[config.mk]
export PLATFORM = sky130hd
export DESIGN_NAME = prt_cordic
export DESIGN_NICKNAME = d
export VERILOG_FILES = /design/src/sv/prt_pkg.sv /design/src/sv/prt_cordic.sv
export SDC_FILE = /design/constraint.sdc
export NUM_CORES = 1
export LEC_CHECK = 0
export BUFFER_PORTS_ARGS = -buffer_cell sky130_fd_sc_hd__buf_2
export CORE_AREA = 4 4 244 246
export CTS_CLUSTER_DIAMETER = 150
export DETAILED_ROUTE_END_ITERATION = 12
export DIE_AREA = 0 0 248 250
export HOLD_SLACK_MARGIN = 0.08
export PLACE_DENSITY = 0.56
export SLEW_MARGIN = 20
export SYNTH_ARGS = -nofsm -noshare
export SYNTH_HDL_FRONTEND = slang
export SYNTH_SLANG_ARGS = --single-unit
[constraint.sdc]
create_clock -name clk -period 10.63 [get_ports clk]
set_input_delay 1.063 -clock clk [delete_from_list [all_inputs] [get_ports clk]]
set_output_delay 1.063 -clock clk [all_outputs]
set_load 0.05 [all_outputs]
[src/sv/prt_pkg.sv]
// ----------------------------------------------------------------------------
// prt_pkg: shared types and constants of the planar rigid transform
// Fixed-point formats, register indexes, the arctangent table of the
// rotation unit and the status bundle that it hands to the datapath.
// ----------------------------------------------------------------------------
`default_nettype none

package prt_pkg;

	// Configuration register indexes.
	localparam int unsigned REG_IDX_W = 2;
	localparam logic [REG_IDX_W-1:0] REG_ANGLE   = 2'd0;
	localparam logic [REG_IDX_W-1:0] REG_SHIFT_X = 2'd1;
	localparam logic [REG_IDX_W-1:0] REG_SHIFT_Y = 2'd2;

	localparam int unsigned CFG_DATA_W = 32;
	localparam int unsigned ANGLE_W    = 16;
	localparam int unsigned COORD_W    = 32;

	// Rotation unit defaults and limits.
	localparam int unsigned CORDIC_STEPS_DEF = 16;
	localparam int unsigned ATAN_LEN         = 24;
	localparam int unsigned ATAN_IDX_W       = 5;

	// Q2.30 working formats of the rotation unit.
	localparam int unsigned CORDIC_XW = 34;
	localparam int unsigned CORDIC_ZW = 35;
	localparam logic signed [CORDIC_ZW-1:0] Q30_PI      = 35'sd3373259426;
	localparam logic signed [CORDIC_ZW-1:0] Q30_HALF_PI = 35'sd1686629713;
	localparam logic signed [CORDIC_XW-1:0] Q30_GAIN_INV = 34'sd652032874;

	// Cosine and sine are Q1.16 held in 18 bits.
	localparam int unsigned TRIG_W = 18;
	localparam logic signed [TRIG_W-1:0] UNIT_Q16 = 18'sd65536;

	// Status of the rotation unit as seen by the datapath.
	typedef struct packed {
		logic                     busy;
		logic signed [TRIG_W-1:0] cos_v;
		logic signed [TRIG_W-1:0] sin_v;
	} prt_trig_t;

	// atan(2^-i) in Q2.30, truncated.
	function automatic logic [31:0] atan_q30(input logic [ATAN_IDX_W-1:0] idx);
		logic [31:0] r;
		case (idx)
			5'd0:  r = 32'h3243F6A8;
			5'd1:  r = 32'h1DAC6705;
			5'd2:  r = 32'h0FADBAFC;
			5'd3:  r = 32'h07F56EA6;
			5'd4:  r = 32'h03FEAB76;
			5'd5:  r = 32'h01FFD55B;
			5'd6:  r = 32'h00FFFAAA;
			5'd7:  r = 32'h007FFF55;
			5'd8:  r = 32'h003FFFEA;
			5'd9:  r = 32'h001FFFFD;
			5'd10: r = 32'h000FFFFF;
			5'd11: r = 32'h0007FFFF;
			5'd12: r = 32'h0003FFFF;
			5'd13: r = 32'h0001FFFF;
			5'd14: r = 32'h0000FFFF;
			5'd15: r = 32'h00007FFF;
			5'd16: r = 32'h00003FFF;
			5'd17: r = 32'h00001FFF;
			5'd18: r = 32'h00000FFF;
			5'd19: r = 32'h000007FF;
			5'd20: r = 32'h000003FF;
			5'd21: r = 32'h000001FF;
			5'd22: r = 32'h000000FF;
			5'd23: r = 32'h0000007F;
			default: r = 32'h0;
		endcase
		return r;
	endfunction

endpackage

`default_nettype wire

[src/sv/prt_cordic.sv]
// ----------------------------------------------------------------------------
// prt_cordic: iterative cosine and sine of the rotation angle
// On an angle write it reduces the angle to +-pi/2, runs one shift-and-add
// rotation step per cycle and then rounds the result to Q1.16 and keeps it.
// ----------------------------------------------------------------------------
`default_nettype none

module prt_cordic
	import prt_pkg::*;
#(
	parameter int unsigned CORDIC_STEPS = CORDIC_STEPS_DEF
) (
	input  wire logic                 clk,
	input  wire logic                 arst_n,
	input  wire logic                 start,
	input  wire logic [ANGLE_W-1:0]   angle,
	output prt_trig_t                 trig
);

	localparam int unsigned STEPS_RUN = (CORDIC_STEPS < ATAN_LEN) ? CORDIC_STEPS : ATAN_LEN;
	localparam int unsigned STEP_W    = (STEPS_RUN > 1) ? $clog2(STEPS_RUN) : 1;
	localparam logic [STEP_W-1:0] STEP_LAST = STEP_W'(STEPS_RUN - 1);

	typedef enum logic [1:0] {
		C_IDLE,
		C_ITER,
		C_FINISH
	} cordic_state_t;

	cordic_state_t               state_q;
	logic [STEP_W-1:0]           step_q;
	logic signed [CORDIC_XW-1:0] x_q;
	logic signed [CORDIC_XW-1:0] y_q;
	logic signed [CORDIC_ZW-1:0] z_q;
	logic                        flip_q;
	logic signed [TRIG_W-1:0]    cos_q;
	logic signed [TRIG_W-1:0]    sin_q;

	logic signed [CORDIC_ZW-1:0] z_raw;
	logic signed [CORDIC_ZW-1:0] z_init;
	logic                        flip_init;
	logic signed [CORDIC_XW-1:0] xs;
	logic signed [CORDIC_XW-1:0] ys;
	logic signed [CORDIC_ZW-1:0] atan_v;
	logic signed [TRIG_W-1:0]    cos_r;
	logic signed [TRIG_W-1:0]    sin_r;

	// Round a Q2.30 value to Q1.16 (half up) and clamp it to one.
	function automatic logic signed [TRIG_W-1:0] to_q16(input logic signed [CORDIC_XW-1:0] v);
		logic signed [CORDIC_XW-1:0] r;
		logic signed [TRIG_W-1:0]    o;
		r = (v + CORDIC_XW'(8192)) >>> 14;
		if (r > CORDIC_XW'(UNIT_Q16)) begin
			o = UNIT_Q16;
		end else if (r < -CORDIC_XW'(UNIT_Q16)) begin
			o = -UNIT_Q16;
		end else begin
			o = r[TRIG_W-1:0];
		end
		return o;
	endfunction

	// Scale the Q3.13 angle to Q2.30 and fold it into the right half-plane.
	always_comb begin
		z_raw = CORDIC_ZW'($signed(angle)) <<< 17;
		if (z_raw > Q30_HALF_PI) begin
			z_init    = z_raw - Q30_PI;
			flip_init = 1'b1;
		end else if (z_raw < -Q30_HALF_PI) begin
			z_init    = z_raw + Q30_PI;
			flip_init = 1'b1;
		end else begin
			z_init    = z_raw;
			flip_init = 1'b0;
		end
	end

	// One rotation step: shifted copies and the step's arctangent.
	assign xs     = x_q >>> step_q;
	assign ys     = y_q >>> step_q;
	assign atan_v = CORDIC_ZW'(atan_q30(ATAN_IDX_W'(step_q)));

	// Final rounding, with the half-turn sign restored.
	always_comb begin
		cos_r = to_q16(x_q);
		sin_r = to_q16(y_q);
		if (flip_q) begin
			cos_r = -cos_r;
			sin_r = -sin_r;
		end
	end

	// Sequencer, working registers and the kept cosine and sine.
	always_ff @(posedge clk or negedge arst_n) begin
		if (!arst_n) begin
			state_q <= C_IDLE;
			step_q  <= '0;
			x_q     <= '0;
			y_q     <= '0;
			z_q     <= '0;
			flip_q  <= 1'b0;
			cos_q   <= UNIT_Q16;
			sin_q   <= '0;
		end else if (start) begin
			// A new angle restarts the rotation from any state.
			state_q <= C_ITER;
			step_q  <= '0;
			x_q     <= Q30_GAIN_INV;
			y_q     <= '0;
			z_q     <= z_init;
			flip_q  <= flip_init;
		end else begin
			case (state_q)
				C_IDLE: begin
					state_q <= C_IDLE;
				end
				C_ITER: begin
					if (!z_q[CORDIC_ZW-1]) begin
						x_q <= x_q - ys;
						y_q <= y_q + xs;
						z_q <= z_q - atan_v;
					end else begin
						x_q <= x_q + ys;
						y_q <= y_q - xs;
						z_q <= z_q + atan_v;
					end
					if (step_q == STEP_LAST) begin
						state_q <= C_FINISH;
					end else begin
						step_q <= step_q + 1'b1;
					end
				end
				C_FINISH: begin
					cos_q   <= cos_r;
					sin_q   <= sin_r;
					state_q <= C_IDLE;
				end
				default: begin
					state_q <= C_IDLE;
				end
			endcase
		end
	end

	assign trig.busy  = (state_q != C_IDLE);
	assign trig.cos_v = cos_q;
	assign trig.sin_v = sin_q;

	// The kept cosine never leaves the unit circle range.
	a_cos_range: assert property (@(posedge clk) disable iff (!arst_n)
		(cos_q <= UNIT_Q16) && (cos_q >= -UNIT_Q16))
		else $error("cosine out of range");

	// Only the final step updates the kept values.
	a_trig_hold: assert property (@(posedge clk) disable iff (!arst_n)
		(state_q != C_FINISH) |=> ($stable(cos_q) && $stable(sin_q)))
		else $error("cosine or sine changed outside the final step");

	// A start from idle begins at the first step.
	a_start: assert property (@(posedge clk) disable iff (!arst_n)
		(start && state_q == C_IDLE) |=> (state_q == C_ITER && step_q == '0))
		else $error("rotation did not start at step zero");

endmodule

`default_nettype wire

* Word-level counts from Yosys, hierarchy flattened
Memories as Yosys holds them, arrays and structs flattened.
Cells that the tools add are included.
** Word-level totals
- Bits in read-only memories :: 480
- Input port bits :: 19
- Register bits :: 146
- Memories :: 1
- Word-level logic and storage cells :: 65
- Output and inout port bits :: 37
** Operators by class
- Reduce and logical (&&, ||, !) cells :: 4
- Eq/ne operators :: 5
- $lt $le $gt $ge :: 6
- Multiplexer cells :: 25
- Bitwise logic cells :: 1
- Add/subtract/negate cells :: 13
- Shifts and indexed selects :: 2
** Memories
- (no name shown) :: words 16, width 30, read ports 1, clocked after memory_dff 0, wr ports 0, line prt_pkg.sv:46 : case (idx)
** Operators with widths (count)
- 2-to-1 mux 34 bit :: 6
- 2-to-1 mux 35 bit :: 5
- 2-to-1 mux 18 bit :: 6
- adder 34 x 15 -> 34 bit (second input constant) :: 2
- adder 34 bit :: 2
- >>> shifter 34 x 4 -> 34 bit :: 2
- subtractor 34 bit :: 2
- greater-than comparator 20 x 18 -> 1 bit (second input constant) :: 2
- < comparator 20 x 17 -> 1 bit (second input constant) :: 2
- negator 18 bit :: 2
- adder 35 x 33 -> 35 bit :: 1
- subtractor 35 x 33 -> 35 bit :: 1
- adder 33 x 33 -> 34 bit (second input constant) :: 1
- subtractor 33 x 33 -> 34 bit (second input constant) :: 1
- greater-than comparator 33 x 32 -> 1 bit (second input constant) :: 1
- < comparator 33 x 32 -> 1 bit (second input constant) :: 1
- 2-to-1 mux 4 bit :: 3
- 2-to-1 mux 2 bit :: 3
- adder 4 x 1 -> 4 bit (second input constant) :: 1
- equality test 4 bit (second input constant) :: 1
- AND reduction 2 bit :: 2
- nonzero test 2 bit :: 2
- != test 3 bit (second input constant) :: 1
- equality test 2 x 1 -> 1 bit (second input constant) :: 1
- other kinds (4) :: 5

* Longest topological paths before layout
- Depth in word-level cells :: 6
- Mapped depth :: 26
- Depth with buffers taken out :: 22

* Worst setup path before layout
OpenSTA, ideal clock, no wires.
- Path kind :: register to register
- Start point :: reg step_q[2]
- End point :: reg x_q[33]
- Library setup time :: 128 ps
- Data required time :: 10502 ps
- Stages on the path, launching flop included :: 27
- Period minus slack after synthesis :: 5908 ps
- Setup slack :: 4722 ps
- Arrival :: 5781 ps
- Path buffers :: 7
- Path through :: dfrtp_1 -> clkbuf_1 -> clkbuf_1 -> buf_2 -> buf_1 -> clkbuf_1 -> clkbuf_1 -> buf_1 -> a21oi_1 -> a21oi_1 -> ha_1 -> a21boi_0 -> nand3_1 -> nor3_1 -> a31oi_1 -> xnor2_1 -> ha_1 -> a21oi_1 -> o21ai_0 -> a221oi_1 -> o2111ai_1 -> o211ai_1 -> a21boi_0 -> o22ai_1 -> o21a_1 -> mux2i_1 -> mux2_1
** On the way
- Longest elaborated chain between the ends :: 5
- Elaborated cells on any way between the ends :: 6
- Classes of those cells :: add/sub: 2; shift: 1; mux: 3
** Ends and longest elaborated chain
- start, declared :: line prt_cordic.sv:31 : logic [STEP_W-1:0] step_q;
- start signal, assigned :: line prt_cordic.sv:130 : step_q <= step_q + 1'b1;
- >>> shifter 34 x 4 -> 34 bit * :: line prt_cordic.sv:80 : assign ys = y_q >>> step_q;
- subtractor 34 bit or adder 34 bit (tied branches) :: line prt_cordic.sv:119, prt_cordic.sv:123
- 2-to-1 mux 34 bit * :: line prt_cordic.sv:118 : if (!z_q[CORDIC_ZW-1]) begin
- 2-to-1 mux 34 bit * :: line prt_cordic.sv:113 : case (state_q)
- 2-to-1 mux 34 bit * :: line prt_cordic.sv:104 : end else if (start) begin
- end signal, assigned :: line prt_cordic.sv:119 : x_q <= x_q - ys;
- end signal, assigned :: line prt_cordic.sv:123 : x_q <= x_q + ys;
- end, declared :: line prt_cordic.sv:32 : logic signed [CORDIC_XW-1:0] x_q;
Mark *: on every way between the ends. The rest lies on a longest branch, timed or not. The select of a mux whose other input is x is not followed.
A chain may end at the register's enable or synchronous reset.

* Final worst setup path
- Start point :: reg step_q[1]
- End point :: reg x_q[33]
Same word-level chain as after synthesis.

==> key figures <==
Job
  – MaxCap Viol Count: 0

Timing
  – Actual slew at the worst max-slew pin: 1.09 ns
  – Crit share post-route: 64.3%
  – Final min period: 6.84 ns
  – Fin. max-slew vios: 0
  – RSZ-0062 raised after global routing: false
  – Final setup viols: 0
  – Relative slew slack: 27.1%
  – Max Freq: 146 MHz
  – Final hold vios: 0
  – Fin Setup TNS: 0 ns
  – Setup Skew: 0.0120 ns

Critical path
  – Crit path kind: register to register
  – Worst path bufs/invs: 1
  – R2R Setup Slk: 3.79 ns
  – CP max stage delay: 0.78 ns
  – RR Endpoint: x_q[33]$_DFFE_PN0P_
  – Worst Path Required: 11.01 ns
  – Crit end category: register
  – FF-to-FF Start: step_q[1]$_DFFE_PN0P_
  – CP Launch Type: register
  – Critical Path, Cell by Cell: buf_4 -> mux4_1 -> and2_1 -> a21o_1 -> nand2_1 -> o21a_1 -> ha_1 -> a21boi_0 -> nand3_1 -> nor3_1 -> nor2_1 -> xnor2_1 -> ha_1 -> nand3_1 -> nor2_1 -> o311ai_0 -> a211oi_1 -> o211ai_1 -> a21boi_0 -> o22ai_1 -> o21a_1 -> mux2i_1 -> mux2_1
  – Top Family by Delay on Critical Path: compound AO/OA/AOI/OAI gates
  – CP Max Fanout: 59
  – Worst EP arrival: 7.21 ns
  – Critical-path top delay cell: dfrtp_4
  – R2R depth: 23

Synthesis
  – Net Count, Synth: 2725
  – Ys async rst share: 100%
  – Most frequent cells after synthesis: nand2_1 (353), a21oi_1 (260), nor2_1 (210), xnor2_1 (164), dfrtp_1 (145)
  – Syn avg cell area: 7.74 um^2
  – Count leader, synth: nand2_1
  – Area contributors post-synth: dfrtp_1 (18%), ha_1 (7.6%), xnor2_1 (7.2%)
  – Post-synthesis register bit count: 146
  – Yosys cell types: 108
  – Mapped Area: 20000 um^2
  – Ys Warns: 0
  – Cell taking the most area after synthesis: dfrtp_1
  – Post-synthesis cell count: 2581
  – Number of synthesized flops with an enable pin: 0
  – Register area share after synthesis: 18.3%
  – Top cell type's share of synthesized area: 18.2%
  – Top_reg_cell synth: dfrtp_1

Global routing
  – Gr ovfl total: 0
  – Initial antenna violation count: 1
  – Total GRT Usage: 19.9%
  – Largest net degree at the start of global routing: 87
  – First-pass GRT wire length: 99400 um
  – Vias in the first global route: 18.2k

Placed design
  – DP Cell Count: 3232
  – HPWL after DPL: 46000 um
  – PortBufs: 55
  – Final Wtd Congestion: 0.876

Worst hold path
  – Hold Path Depth: 2
  – Hold Path Origin: sin_q[9]$_DFFE_PN0P_
  – WHS Endpoint: sin_q[9]$_DFFE_PN0P_
  – Min-Delay Path Class: register to register

Floorplanning
  – Die Ht: 250 um
  – Ports: 56
  – Die Span X: 248 um
  – Core box area: 57400 um^2
  – Starting Density: 34.8%
  – # rows: 88
  – Die Footprint: 62000 um^2

Clock network
  – Root Buffer: clkbuf_16
  – Setup Buffers After CTS: 0
  – Reg clk slew, reported paths: 0.07 ns
  – Cts repair resizes: 0
  – CTS Hold Bufs: 0
  – Clock Sinks: 146
  – Cts bufs inserted: 17
  – Htree depth: 4
  – Clk buf depth: 2
  – CTS tree: done
  – Clock latency on the worst-skew pair: 0.49 ns

Power
  – Internal Power: 3.88 mW
  – P per Cell Area: 380 nW/um^2
  – Share of power burned in registers: 15.4%
  – Switching share of total power: 51.7%
  – Leak: 8.78 nW
  – VDD IR max: 0.218 mV
  – Clock share of power: 8.2%
  – Switching Power: 4.16 mW
  – Comb pwr share: 76.5%

Finish
  – Final std cells w/o fill: 3265
  – Final net count: 2630
  – Area delta synth->final: 5.93%
  – Share of cells above drive strength 1: 10.3%
  – Number of fill cells in the layout: 5892

Route
  – DRT iter0 DRCs: 1400
  – Detailed Route WL: 62600 um
  – Post-route ant nets: 0
  – WL/cell: 19.2 um
  – Post-route DRC: 0
  – Pre-Repair DR Iteration Count: 6
  – Via count: 19.3k
  – Via density: 5.91

Outcome
  – Outcome: complete, no violations
worst reg2reg max path, stage by stage, from the launching register on:
cell and delay [ns]:
dfrtp_4 0.78, buf_4 0.75, mux4_1 0.66, and2_1 0.18
a21o_1 0.16, nand2_1 0.07, o21a_1 0.15, ha_1 0.16
a21boi_0 0.25, nand3_1 0.28, nor3_1 0.34, nor2_1 0.09
xnor2_1 0.16, ha_1 0.36, nand3_1 0.12, nor2_1 0.11
o311ai_0 0.32, a211oi_1 0.47, o211ai_1 0.17, a21boi_0 0.27
o22ai_1 0.17, o21a_1 0.21, mux2i_1 0.16, mux2_1 0.34
power by group through the flow:
stage               Sequential (mW)  Clock (mW)  Combinational (mW)
floorplan                     0.882           0                5.14
global placement               1.22           0                5.99
detailed placement             1.23           0                6.06
CTS                            1.22       0.675                6.11
global route                   1.25       0.692                6.87
finish                         1.24       0.656                6.15
how the worst max path moves through the flow:
stage | from | endpoint | depth (start not counted)
2_1_floorplan | step_q[2]$_DFFE_PN0P_ | x_q[33]$_DFFE_PN0P_ | 26
3_3_place_gp | step_q[1]$_DFFE_PN0P_ | x_q[33]$_DFFE_PN0P_ | 23
3_5_place_dp | step_q[1]$_DFFE_PN0P_ | x_q[33]$_DFFE_PN0P_ | 23
4_1_cts | step_q[1]$_DFFE_PN0P_ | x_q[33]$_DFFE_PN0P_ | 23
5_1_grt | step_q[1]$_DFFE_PN0P_ | x_q[33]$_DFFE_PN0P_ | 23
6_report | step_q[1]$_DFFE_PN0P_ | x_q[33]$_DFFE_PN0P_ | 23
logic make-up (layout without fill, tap and decap cells):
kind of cell | count (synthesis) | count (layout) | share of synthesized area [%]
AOI/OAI and AO/OA | 771 | 771 | 24.6
other | 0 | 1 | 0
muxes | 166 | 166 | 12.5
xor gates and xnor gates | 232 | 232 | 10.2
DFF | 146 | 146 | 18.3
and+or+nand+nor | 890 | 890 | 21.0
buffers and inverters | 251 | 169 | 5.53
adders and majority gates | 125 | 125 | 7.94
layer usage:
layer  vias up  global-route usage, %  wire length [um]
li1       9259                      -                 -
met1      9307                   25.1             27300
met2       611                   33.2             29700
met3       107                   3.11              3140
met4         0                   9.01              2460
met5         -                      0                 0
flip-flops by register name, summed over array words and instances, names as in the netlist:
register,cells
z_q,35
x_q,34
y_q,34
cos_q,18
sin_q,18
step_q,4
state_q,2
flip_q,1
per-stage QoR:
step | hold WS [ns] | utilization (%) | power (mW) | setup slack [ns] | instance area (um^2)
6_report | 0.460 | 36.9 | 8.04 | 3.79 | 21200
3_5_place_dp | 0.452 | 35.8 | 7.29 | 3.84 | 20600
4_1_cts | 0.467 | 36.9 | 8.01 | 3.80 | 21200
2_1_floorplan | 0.499 | - | 6.02 | 4.72 | 20000
5_1_grt | 0.493 | 36.9 | 8.81 | 3.10 | 21200
3_3_place_gp | 0.444 | 35.8 | 7.21 | 4.01 | 20600
cell type report:
class	instances	area [um^2]	share of cell area [%]
antenna	1	2.50	0.0118
clock buffer	21	460	2.17
inverter	58	218	1.03
clock inverter	11	153	0.721
tap	765	957	4.52
sequential	146	3670	17.3
timing repair buffer	79	464	2.19
multi-input combinational	2184	15300	72.0
layout by cell type, fill, tap and decap left out, types with 46 or more instances in the layout:
master   count
o21ai_0    138
mux2_2      46
nand2_1    352
mux4_2      55
a31oi_1     47
dfrtp_1    140
nand3_1     73
xnor2_1    164
xor2_1      68
a21o_1      52
nor2_1     210
nor3_1      46
ha_1       122
buf_2       53
mux2i_1     52
a21oi_1    260
inv_1       56
(Power assumes the default switching activity.)
